## src/rtl/core/rpc_pkg.sv

```systemverilog
// Shared types and constants for the radius point clusterer.
package rpc_pkg;

  localparam int MAX_POINTS_DEF = 64;
  localparam int COORD_W        = 16;
  localparam int RADIUS_W       = 10;
  localparam int LABEL_W        = 6;
  localparam int SIZE_W         = 7;

  localparam logic [RADIUS_W-1:0] LINK_RADIUS_RST = 10'd10;

  typedef struct packed {
    logic signed [COORD_W-1:0] pos_x;
    logic signed [COORD_W-1:0] pos_y;
    logic                      end_of_set;
  } in_item_t;

  typedef struct packed {
    logic [LABEL_W-1:0] point_index;
    logic [LABEL_W-1:0] cluster_label;
    logic [SIZE_W-1:0]  cluster_size;
    logic               dropped_points;
    logic               final_result;
  } out_item_t;

  typedef struct packed {
    logic load;
    logic init;
    logic seed_skip;
    logic seed_take;
    logic pop;
    logic close;
    logic kfetch;
    logic klatch;
    logic scan;
    logic out_issue;
    logic clear;
  } ctrl_cmd_t;

  typedef struct packed {
    logic flag_i;
    logic i_end;
    logic q_empty;
    logic j_last;
    logic pipe_busy;
    logic o_last;
    logic out_busy;
  } ctrl_sts_t;

endpackage

```

## src/rtl/core/rpc_ctrl.sv

```systemverilog
// Controller state machine sequencing load, cluster walk and result output.
module rpc_ctrl (
  input  logic               clk,
  input  logic               rst_n,
  input  logic               start,
  input  logic               end_of_set,
  input  rpc_pkg::ctrl_sts_t sts,
  output rpc_pkg::ctrl_cmd_t cmd,
  output logic               busy
);
  import rpc_pkg::*;

  typedef enum logic [10:0] {
    ST_IDLE   = 11'b000_0000_0001,
    ST_INIT   = 11'b000_0000_0010,
    ST_SEED   = 11'b000_0000_0100,
    ST_POP    = 11'b000_0000_1000,
    ST_FETCH  = 11'b000_0001_0000,
    ST_KLATCH = 11'b000_0010_0000,
    ST_SCAN   = 11'b000_0100_0000,
    ST_DRAIN  = 11'b000_1000_0000,
    ST_OUT    = 11'b001_0000_0000,
    ST_ODRAIN = 11'b010_0000_0000,
    ST_CLEAR  = 11'b100_0000_0000
  } state_t;

  state_t state_r;
  state_t state_nxt;

  always_comb begin
    state_nxt = state_r;
    cmd       = '0;
    unique case (state_r)
      ST_IDLE: begin
        if (start) begin
          cmd.load = 1'b1;
          if (end_of_set) begin
            state_nxt = ST_INIT;
          end
        end
      end
      ST_INIT: begin
        cmd.init  = 1'b1;
        state_nxt = ST_SEED;
      end
      ST_SEED: begin
        if (sts.i_end) begin
          state_nxt = ST_OUT;
        end else if (sts.flag_i) begin
          cmd.seed_skip = 1'b1;
        end else begin
          cmd.seed_take = 1'b1;
          state_nxt     = ST_POP;
        end
      end
      ST_POP: begin
        if (sts.q_empty) begin
          cmd.close = 1'b1;
          state_nxt = ST_SEED;
        end else begin
          cmd.pop   = 1'b1;
          state_nxt = ST_FETCH;
        end
      end
      ST_FETCH: begin
        cmd.kfetch = 1'b1;
        state_nxt  = ST_KLATCH;
      end
      ST_KLATCH: begin
        cmd.klatch = 1'b1;
        state_nxt  = ST_SCAN;
      end
      ST_SCAN: begin
        cmd.scan = 1'b1;
        if (sts.j_last) begin
          state_nxt = ST_DRAIN;
        end
      end
      ST_DRAIN: begin
        if (!sts.pipe_busy) begin
          state_nxt = ST_POP;
        end
      end
      ST_OUT: begin
        cmd.out_issue = 1'b1;
        if (sts.o_last) begin
          state_nxt = ST_ODRAIN;
        end
      end
      ST_ODRAIN: begin
        if (!sts.out_busy) begin
          state_nxt = ST_CLEAR;
        end
      end
      ST_CLEAR: begin
        cmd.clear = 1'b1;
        state_nxt = ST_IDLE;
      end
      default: begin
        state_nxt = ST_IDLE;
      end
    endcase
  end

  always_ff @(posedge clk) begin
    if (!rst_n) begin
      state_r <= ST_IDLE;
    end else begin
      state_r <= state_nxt;
    end
  end

  assign busy = state_r != ST_IDLE;

endmodule

```

## config.mk

```make
export PLATFORM = sky130hd
export DESIGN_NAME = rpc_ctrl
export DESIGN_NICKNAME = d
export VERILOG_FILES = /design/src/rtl/core/rpc_pkg.sv /design/src/rtl/core/rpc_ctrl.sv
export SDC_FILE = /design/constraint.sdc
export NUM_CORES = 1
export LEC_CHECK = 0
export BUFFER_PORTS_ARGS = -buffer_cell sky130_fd_sc_hd__buf_2
export CORE_MARGIN = 2
export CORE_UTILIZATION = 50
export DETAILED_ROUTE_END_ITERATION = 6
export PLACE_DENSITY = 0.81
export SLEW_MARGIN = 0
export SYNTH_ARGS = -nofsm -noshare
export SYNTH_HDL_FRONTEND = slang
export SYNTH_SLANG_ARGS = --single-unit
```

## constraint.sdc

```tcl
create_clock -name clk -period 3.9 [get_ports clk]
set_input_delay 0.585 -clock clk [delete_from_list [all_inputs] [get_ports clk]]
set_output_delay 0.585 -clock clk [all_outputs]
set_load 0.05 [all_outputs]
```

# Word level (Yosys, flattened, before mapping)
# Cells that the tools add are included.
# Widths: inputs -> output; s select.
dict set report word_totals {
  word_cells 46
  input_bits 11
  ff_bits 11
  out_inout_bits 12
}
dict set report op_classes {
  eq_ne 19
  n_mux 25
  reduce_logical 1
}
# cell count
set op_table {}
lappend op_table {{$pmux 11 s10} 1}
lappend op_table {{$mux 11} 8}
lappend op_table {{$mux 1} 12}
lappend op_table {{$ne 2x2->1 const B} 6}
lappend op_table {{$eq 11x1->1 const B} 1}
lappend op_table {{$eq 11x10->1 const B} 1}
lappend op_table {{$eq 11x11->1 const B} 1}
lappend op_table {{$eq 11x2->1 const B} 1}
lappend op_table {{$eq 11x3->1 const B} 1}
lappend op_table {{$eq 11x4->1 const B} 1}
lappend op_table {{$eq 11x5->1 const B} 1}
lappend op_table {{$eq 11x6->1 const B} 1}
lappend op_table {{$eq 11x7->1 const B} 1}
lappend op_table {{$eq 11x8->1 const B} 1}
lappend op_table {{$eq 11x9->1 const B} 1}
lappend op_table {{$ne 11x1->1 const B} 1}
lappend op_table {{$reduce_and 7->1} 1}
lappend op_table {{$mux 2} 3}
lappend op_table {{$mux 5} 1}
lappend op_table {{$ne 3x3->1 const B} 1}

# Logic depth before layout (Yosys ltp)
# Gate-level depths: netlist of the first run.
dict set report logic_depth {
  ltp_word 3
  depth_mapped 6
  depth_no_buf 5
}

# Least setup slack after synthesis of the first run
# No wires, ideal clock.
dict set report synth_timing {
  path_type {register -> output}
  start {register state_r[4]}
  end {output port cmd[7] (netlist bit)}
  stages_incl_launch_ff 4
  path_buffers 0
  slack_ns 0.801
  t_arrival_ns 2.514
  required_time_ns 3.315
  path_cell_list {dfxtp_1 -> nor4_4 -> nand2_1 -> nor4_1}
}
# item line_no
set synth_lines {}
lappend synth_lines {{start: declaration} rpc_ctrl.sv:27} ;# state_t state_r;
lappend synth_lines {{start signal: assignment} rpc_ctrl.sv:109} ;# state_r <= state_nxt;
lappend synth_lines {{end: declaration} rpc_ctrl.sv:8} ;# output rpc_pkg::ctrl_cmd_t cmd,

==> results of run 1 <==
## kinds of logic after synthesis
family / Yosys count / share of synthesized area [%]
XOR/XNOR: 3 / 3.17
multiplexers: 1 / 1.21
buffers and inverters: 12 / 6.19
flip-flops: 11 / 26.6
AO/OA/AOI/OAI: 21 / 16.5
AND/OR/NAND/NOR: 55 / 46.4
## per-stage QoR
step,worst slack [ps],instance area [sq um],power [mW],hold WS (ps),util [%]
finish,1270,956,0.330,566,62.7
global placement,1670,930,0.246,558,61.0
detailed placement,1590,930,0.247,576,61.0
floorplan,801,828,0.221,579,-
CTS,1270,956,0.330,569,62.7
global route,1110,956,0.350,572,62.7
## final timing paths
check / endpoint / slack (ps) / depth (start not counted)
min reg2reg: state_r[10] / 590 / 2
max: cmd[9] / 1270 / 4
max reg2reg: state_r[3] / 2010 / 5
min: state_r[8] / 570 / 2
## layer usage
layer | GRT usage [%] | vias to the layer above
li1 | - | 429
met1 | 29.8 | 423
met2 | 39.1 | 47
met3 | 4.80 | 4
met4 | 7.27 | 0
met5 | 0 | -
## report_power, final
part,leakage (nW),switching [mW],internal [mW]
clock,0.0150,0.0441,0.0397
combinational,0.331,0.0771,0.0347
sequential,0.0890,0.0156,0.119
total,0.435,0.137,0.193
## area by class of cell
type                    count  area [sq um]
clock buffers               4          26.3
fillers                   137           568
flip-flops and latches     11           220
repair buffers             22           110
multi-input cells          80           557
inverters                   6          22.5
well taps                  16          20.0
## layout by cell type (no fill, tap or decap), drive strengths merged
master | Yosys | final
or3 | 3 | 3
nor3 | 4 | 4
and2 | 3 | 3
o32ai | 1 | 1
and3b | 2 | 2
and4 | 2 | 2
nand4b | 1 | 1
or4b | 1 | 1
nand3 | 4 | 4
xor2 | 3 | 3
dfxtp | 11 | 11
nand2 | 7 | 7
nand4 | 2 | 2
nor4b | 3 | 3
nand2b | 1 | 1
o211a | 1 | 1
o2111ai | 3 | 3
and2b | 1 | 1
a211oi | 1 | 1
o21ai | 8 | 8
mux2i | 1 | 1
buf | 5 | 22
nor4 | 5 | 5
clkbuf | 1 | 4
o41ai | 1 | 1
nor2 | 10 | 10
o21a | 2 | 2
nor3b | 5 | 5
inv | 6 | 6
and4b | 1 | 1
a21oi | 4 | 4
==> reports/summary.txt, run 1 <==
Status = finished, final reports clean
CTS tree = yes
First-pass GRT wire length = 3470 microns
Largest Register = state_r
Clock skew = 6.01 ps
Post-synth EDFFs = 0
Post-detail-place hpwl = 1540 microns
Most frequent cells after synthesis = dfxtp_1 (11), nor2_1 (10), nand2_1 (7), o21ai_0 (7), inv_1 (6)
Startpoint Class = flip-flop
Root buf cell = clkbuf_4
GRT overflow = 0
GRT Util Overall = 23.3%
Via Count = 903
Site Rows = 14
DR top layer = met4
Die area = 2000 sq um
Maximum vdd drop = 0.000314 V
H-tree depth = 1
Slowest stage delay, CP = 490 ps
Syn. warnings = 0
Pwr per Cell Area = 345 nW/um^2
Cell taking the most area after synthesis = dfxtp_1
Syn avg cell area = 8.04 sq um
Die height = 44.7 microns
Slew @ Worst Pin = 439 ps
Unrepaired setup endpoints after global routing = no
Final setup TNS = 0 ps
Die width = 44.7 microns
Largest cells by area after synthesis = dfxtp_1 (27%), nor4_4 (5.1%), nor2_1 (4.5%), nor3b_1 (4.5%), o21ai_0 (4.2%)
Routed length per instance = 14.4 microns
Metal-1 WL = 819 microns
FMAX = 380 MHz
Placed Instances = 135
Net Count, Synth = 114
Max Slew Vio Count = 0
Async S/R FF share, synth = 0%
Total Wirelength = 2010 microns
PostCTS Resize Cnt = 0
Slowest-stage cell, CP = nor4_4
CTS Hold Bufs = 0
Max reg flops = 11
Max-Cap Viols = 0
Setup bufs post-CTS = 0
DR iter-0 viols = 23
Top Family by Delay on Critical Path = simple AND/OR/NAND/NOR gates
Area growth from synthesis to layout = 15.4%
Part of the cycle the worst path needs = 67.5%
# DRC = 0
Ports = 23
Regs by FF count = state_r: 11 flops
Worst R2R Start = state_r[2]
First-pass iteration count of the detailed router = 4
Final ANT Viol Nets = 0
Syn Std Cell Area = 828 sq um
Worst-path fanout max = 8
Final Setup Violations = 0
Met2 wire length = 1010 microns
Final min period = 2630 ps
Top_reg_cell synth = dfxtp_1
Relative slew slack = 70.5%
Via density = 6.50
Share of cells above drive strength 1 = 26.0%
Gate Count Post-Synth = 103
CTS Buffer Depth = 2
Final Hold Viols = 0
Nets@finish = 135
RePlAce Congestion = 0.819
Initial core utilization = 54.4%
Core Footprint = 1520 sq um
CP Data Required Time = 3310 ps
Buf/Inv on CP = 1
Sequential share of the synthesized area = 26.6%
Clock sink count = 11
Critical path data arrival time = 2050 ps
Later-pin clock latency in the skew report = 280 ps
Netlist cell types = 36
Most instantiated library cell after synthesis = dfxtp_1
Share of the synthesized area in the top cell type = 26.6%
Critical path launch point = state_r[4]
FF+latch count, synth = 11
Critical Path End Type = output port
Hold Crit Start = rst_n
Port bufs = 22
CTS buffer count = 3
Metal3 WL = 155 microns
Initial antenna violation count = 0
Min-delay worst type = in2reg
ANT cells = 0
Final cell count without fillers = 139
Vias in the first global route = 781
CP Class = reg2out
Largest net degree at the start of global routing = 11
Clk slew on worst S/H paths = 80 ps
Leakage power = 0.435 nW
CP cell instances = nor4_4 -> nand2_1 -> nor4_1 -> buf_2
No activity file was read; power rests on OpenSTA's default activity.
==> run 2, diff against run 1 <==
- CORE_UTILIZATION: 50 -> 45
- PLACE_DENSITY: 0.81 -> 0.77
- clock period: 3.9 -> 2.3 ns (I/O delays scaled with it)
==> reports/summary.txt, run 2 (synthesized netlist as in run 1, its figures left out) <==
Min-delay worst type = in2reg (unchanged)
Share of cells above drive strength 1 = 32.5% (was 26.0%)
FF-to-FF End = state_r[3] (unchanged)
Worst-path fanout max = 7 (was 8)
First-pass iteration count of the detailed router = 4 (unchanged)
Via density = 5.85 (was 6.50)
Most common cell after layout, fill and taps aside = buf_2 (unchanged)
Nets@finish = 138 (was 135)
CTS tree = yes (unchanged)
Startpoint Class = flip-flop (unchanged)
Max Slew Vio Count = 0 (unchanged)
GRT Util Overall = 20.5% (was 23.3%)
Post-detail-place hpwl = 1610 microns (was 1540 microns)
Final min period = 2180 ps
Slowest stage delay, CP = 380 ps (was 490 ps)
Placed Area = 985 sq um (was 930 sq um)
Pre-CTS setup slack = 375 ps (was 1590 ps)
Most frequent cells in the layout = buf_2 (20), nor2_1 (9), dfxtp_1 (8) (was buf_2 (22), dfxtp_1 (11), nor2_1 (10))
Top Family by Delay on Critical Path = simple AND/OR/NAND/NOR gates (unchanged)
ANT cells = 0 (unchanged)
# DRC = 0 (unchanged)
Hold Path End = state_r[8] (unchanged)
Final ANT Viol Nets = 0 (unchanged)
Die width = 46.9 microns (was 44.7 microns)
Vias in the first global route = 751 (was 781)
Worst R2R Start = state_r[8] (was state_r[2])
Site Rows = 15 (was 14)
Later-pin clock latency in the skew report = 270 ps (was 280 ps)
Total Wirelength = 2060 microns (was 2010 microns)
Area growth from synthesis to layout = 23.9% (was 15.4%)
Die height = 46.9 microns (was 44.7 microns)
RePlAce Congestion = 0.827 (was 0.819)
Hold Path Depth = 2 (unchanged)
CTS Buffer Depth = 2 (unchanged)
GRT overflow = 0 (unchanged)
CTS Hold Bufs = 0 (unchanged)
Setup bufs post-CTS = 0 (unchanged)
Core Footprint = 1730 sq um (was 1520 sq um)
Pwr per Cell Area = 559 nW/um^2 (was 345 nW/um^2)
CP cell instances = nor4_4 -> buf_4 -> and2b_1 -> nand3_1 -> inv_1 -> buf_2 (was nor4_4 -> nand2_1 -> nor4_1 -> buf_2)
CP Class = reg2out (unchanged)
CP Data Required Time = 1960 ps (was 3310 ps)
Maximum vdd drop = 0.000471 V (was 0.000314 V)
Buf/Inv on CP = 3 (was 1)
Final Setup Violations = 0 (unchanged)
Largest net degree at the start of global routing = 11 (unchanged)
R2r setup slk = 460 ps (was 2010 ps)
Critical path data arrival time = 1830 ps (was 2050 ps)
Part of the cycle the worst path needs = 94.6%
Initial antenna violation count = 0 (unchanged)
DR iter-0 viols = 25 (was 23)
Hold Crit Start = rst_n (unchanged)
Max reg flops = 11 (unchanged)
Met2 wire length = 1020 microns (was 1010 microns)
Final Hold Viols = 0 (unchanged)
Hold_ws = 340 ps (was 566 ps)
First-pass GRT wire length = 3260 microns (was 3470 microns)
Critical Path End Type = output port (unchanged)
Via Count = 884 (was 903)
DR top layer = met4 (unchanged)
Setup WS post-layout = 124 ps (was 1270 ps)
Clk slew on worst S/H paths = 80 ps (about the same)
Leakage power = 0.453 nW (was 0.435 nW)
Slowest-stage cell, CP = dfxtp_1 (was nor4_4)
Clock skew = 6.94 ps (was 6.01 ps)
FMAX = 460 MHz
Post-layout instance area = 1030 sq um (was 956 sq um)
CTS buffer count = 3 (unchanged)
Root buf cell = clkbuf_4 (unchanged)
Clock sink count = 11 (unchanged)
Worst r2r path cells = 5 (unchanged)
Status = finished, final reports clean (unchanged)
Metal3 WL = 95 microns (was 155 microns)
Initial core utilization = 48.0% (was 54.4%)
Regs by FF count = state_r: 11 flops (unchanged)
Ports = 23 (unchanged)
Relative slew slack = 72.5% (was 70.5%)
Routed length per instance = 13.6 microns (was 14.4 microns)
Die area = 2200 sq um (was 2000 sq um)
Slew @ Worst Pin = 412 ps (was 439 ps)
Unrepaired setup endpoints after global routing = yes (was no)
Max-Cap Viols = 0 (unchanged)
Metal-1 WL = 921 microns (was 819 microns)
Port bufs = 22 (unchanged)
Largest Register = state_r (unchanged)
H-tree depth = 1 (unchanged)
-- run 2: cell count changes in the layout (fill, tap and decap cells not counted), sizes merged --
cell and delta:
clkbuf +2, buf +1
-- run 2: metal layers --
layer / up-vias / track usage, %
li1: 429 / -
met1: 423 / 26.1
met2: 28 / 35.9
met3: 4 / 3.46
met4: 0 / 5.00
met5: - / 0
-- run 2: layout make-up --
| class | instances | area, sq um |
|---|---|---|
| Clock buffer | 4 | 26.3 |
| Fill cell | 169 | 701 |
| Inverter | 6 | 22.5 |
| Sequential cell | 11 | 224 |
| Tap cell | 25 | 31.3 |
| Multi-Input combinational cell | 80 | 584 |
| Timing Repair Buffer | 25 | 138 |
-- run 2: worst max-delay path by stage --
stage | from | end | slack [ps] | cells after the start
floorplan | state_r[4] | cmd[7] | -560 | 3
global placement | state_r[4] | cmd[6] | 420 | 4
detailed placement | state_r[2] | cmd[8] | 370 | 5
CTS | state_r[2] | cmd[8] | 80 | 5
global route | state_r[5] | cmd[6] | -20 | 4
finish | state_r[4] | cmd[1] | 120 | 6
-- run 2: repair_timing --
item                       in CTS  in global routing
hold endpoints to repair        0                  0
setup endpoints to repair       0                  4
resized for setup               0                  6
-- run 2: where the power goes --
part | total [mW] | switching, mW | internal (mW) | leakage [nW]
Combinational | 0.212 | 0.141 | 0.0703 | 0.347
Sequential | 0.228 | 0.0259 | 0.202 | 0.0904
Clock | 0.134 | 0.0670 | 0.0670 | 0.0150
Total | 0.574 | 0.234 | 0.340 | 0.453
-- run 2: stage by stage --
step	utilization [%]	cells	setup TNS [ps]	power, mW
finish	59.4	151	0	0.574
global route	59.4	151	-19.0	0.605
CTS	58.6	151	0	0.566
detailed placement	57.0	147	0	0.435
global placement	57.0	147	0	0.434
floorplan	-	103	-1720	0.384
==> run 3, diff against run 2 <==
- SETUP_SLACK_MARGIN: unset -> 0.15
==> reports/summary.txt, run 3 (synthesized netlist as in run 1, its figures left out) <==
First-pass iteration count of the detailed router = 4 (unchanged)
Post-detail-place hpwl = 1600 microns (was 1610 microns)
GRT Util Overall = 23.0% (was 20.5%)
CP Class = reg2out (unchanged)
Final min period = 2100 ps (was 2180 ps)
Clock sink count = 11 (unchanged)
Share of cells above drive strength 1 = 44.4% (was 32.5%)
# DRC = 0 (unchanged)
Max reg flops = 11 (unchanged)
CTS tree = yes (unchanged)
Site Rows = 15 (unchanged)
Largest net degree at the start of global routing = 11 (unchanged)
Max-Cap Viols = 0 (unchanged)
Status = finished, final reports clean (unchanged)
Die height = 46.9 microns (unchanged)
Part of the cycle the worst path needs = 91.4% (was 94.6%)
Initial core utilization = 48.0% (unchanged)
Placed Instances = 146 (was 147)
Worst-path fanout max = 7 (unchanged)
Flip-flop and latch area = 236 sq um (was 224 sq um)
Die area = 2200 sq um (unchanged)
Final Setup Violations = 0 (unchanged)
Port bufs = 22 (unchanged)
CTS buffer count = 3 (unchanged)
Die width = 46.9 microns (unchanged)
Relative slew slack = 71.9% (was 72.5%)
Root buf cell = clkbuf_4 (unchanged)
Critical Path End Type = output port (unchanged)
Startpoint Class = flip-flop (unchanged)
RePlAce Congestion = 0.896 (was 0.827)
Final setup TNS = 0 ps (unchanged)
H-tree depth = 1 (unchanged)
Critical path data arrival time = 1760 ps (was 1830 ps)
Initial antenna violation count = 0 (unchanged)
Fill cell count = 142 (was 169)
Final cell count without fillers = 158 (was 151)
Most frequent cells in the layout = buf_2 (13), buf_4 (13), nor2_1 (7), o21ai_0 (7) (was buf_2 (20), nor2_1 (9), dfxtp_1 (8))
FMAX = 476 MHz (was 460 MHz)
DR iter-0 viols = 50 (was 25)
Core Footprint = 1730 sq um (unchanged)
M1 GR Usage = 30.3% (was 26.1%)
Via density = 5.89 (was 5.85)
Multi-input logic area = 648 sq um (was 584 sq um)
Final ANT Viol Nets = 0 (unchanged)
First-pass GRT wire length = 3610 microns (was 3260 microns)
R2r setup slk = 470 ps (was 460 ps)
Routed length per instance = 15.0 microns (was 13.6 microns)
Pwr per Cell Area = 507 nW/um^2 (was 559 nW/um^2)
Clock skew = 1.97 ps (was 6.94 ps)
Grt met3 use = 3.08% (was 3.46%)
Max Slew Vio Count = 0 (unchanged)
GRT Max-Usage Layer = met2 (unchanged)
Final Hold Viols = 0 (unchanged)
Slew @ Worst Pin = 421 ps (was 412 ps)
Area growth from synthesis to layout = 43.8% (was 23.9%)
Later-pin clock latency in the skew report = 280 ps (was 270 ps)
Via Count = 931 (was 884)
Ports = 23 (unchanged)
CP Data Required Time = 1960 ps (about the same)
ANT cells = 0 (unchanged)
Largest Register = state_r (unchanged)
Final Util = 69.0% (was 59.4%)
Min-delay worst type = in2reg (unchanged)
Met2 Usage GRT = 36.4% (was 35.9%)
Total Wirelength = 2370 microns (was 2060 microns)
Maximum vdd drop = 0.000378 V (was 0.000471 V)
Unrepaired setup endpoints after global routing = yes (unchanged)
Regs by FF count = state_r: 11 flops (unchanged)
GRT overflow = 0 (unchanged)
Vias in the first global route = 817 (was 751)
Clk slew on worst S/H paths = 80 ps (about the same)
Leakage power = 0.498 nW (was 0.453 nW)
CTS Buffer Depth = 2 (unchanged)
Nets@finish = 145 (was 138)
## run 3: cell types whose count changed in the layout (fill, tap and decap cells not counted), sizes merged
cell / before / now
buf: 23 / 31
clkbuf: 6 / 5
## run 3: power by group
group          leakage (nW)  switching (mW)  total (mW)  internal, mW
combinational         0.391           0.154       0.235        0.0808
clock                0.0150          0.0732       0.141        0.0674
sequential           0.0925          0.0285       0.229         0.200
## run 3: worst paths after layout
check              from     endpoint  cells past startpoint
min               rst_n   state_r[8]                      2
max reg2reg  state_r[6]   state_r[9]                      5
min reg2reg  state_r[9]  state_r[10]                      2
max          state_r[7]       cmd[0]                      5
## run 3: layer usage
| metal | part of all wire (%) | wire length (microns) | vias to the layer above |
|---|---|---|---|
| met3 | 5.2 | 124 | 7 |
| li1 | - | - | 444 |
| met1 | 45 | 1060 | 447 |
| met4 | 2.1 | 49 | 0 |
| met5 | 0 | 0 | - |
| met2 | 48 | 1140 | 33 |
## run 3: critical path, cell delays in order (launching register included)
cell,delay (ps)
dfxtp_4,380
nor4_4,300
buf_4,200
and2b_1,170
and4b_1,250
buf_6,170
## run 3: cell type report
| class | instances | area share, % |
|---|---|---|
| Multi-Input combinational cell | 80 | 54.4 |
| Timing Repair Buffer | 32 | 19.0 |
| Clock buffer | 4 | 2.21 |
| Tap cell | 25 | 2.63 |
| Sequential cell | 11 | 19.9 |
| Inverter | 6 | 1.89 |
## run 3: stage by stage
step / setup WS, ps / power, mW / cell area, sq um / hold WS (ps)
after floorplan: -87.7 / 0.395 / 890 / 467
after global placement: 338 / 0.439 / 1020 / 568
after detailed placement: 332 / 0.443 / 1020 / 566
after CTS: 102 / 0.605 / 1090 / 316
after global routing: 117 / 0.635 / 1190 / 338
final: 197 / 0.604 / 1190 / 316
## run 3: timing repair
item,in CTS,in global routing
resized for setup,11,23
buffers inserted,2,6
pin swaps,1,5
hold buffers,0,0
setup endpoints to repair,10,11
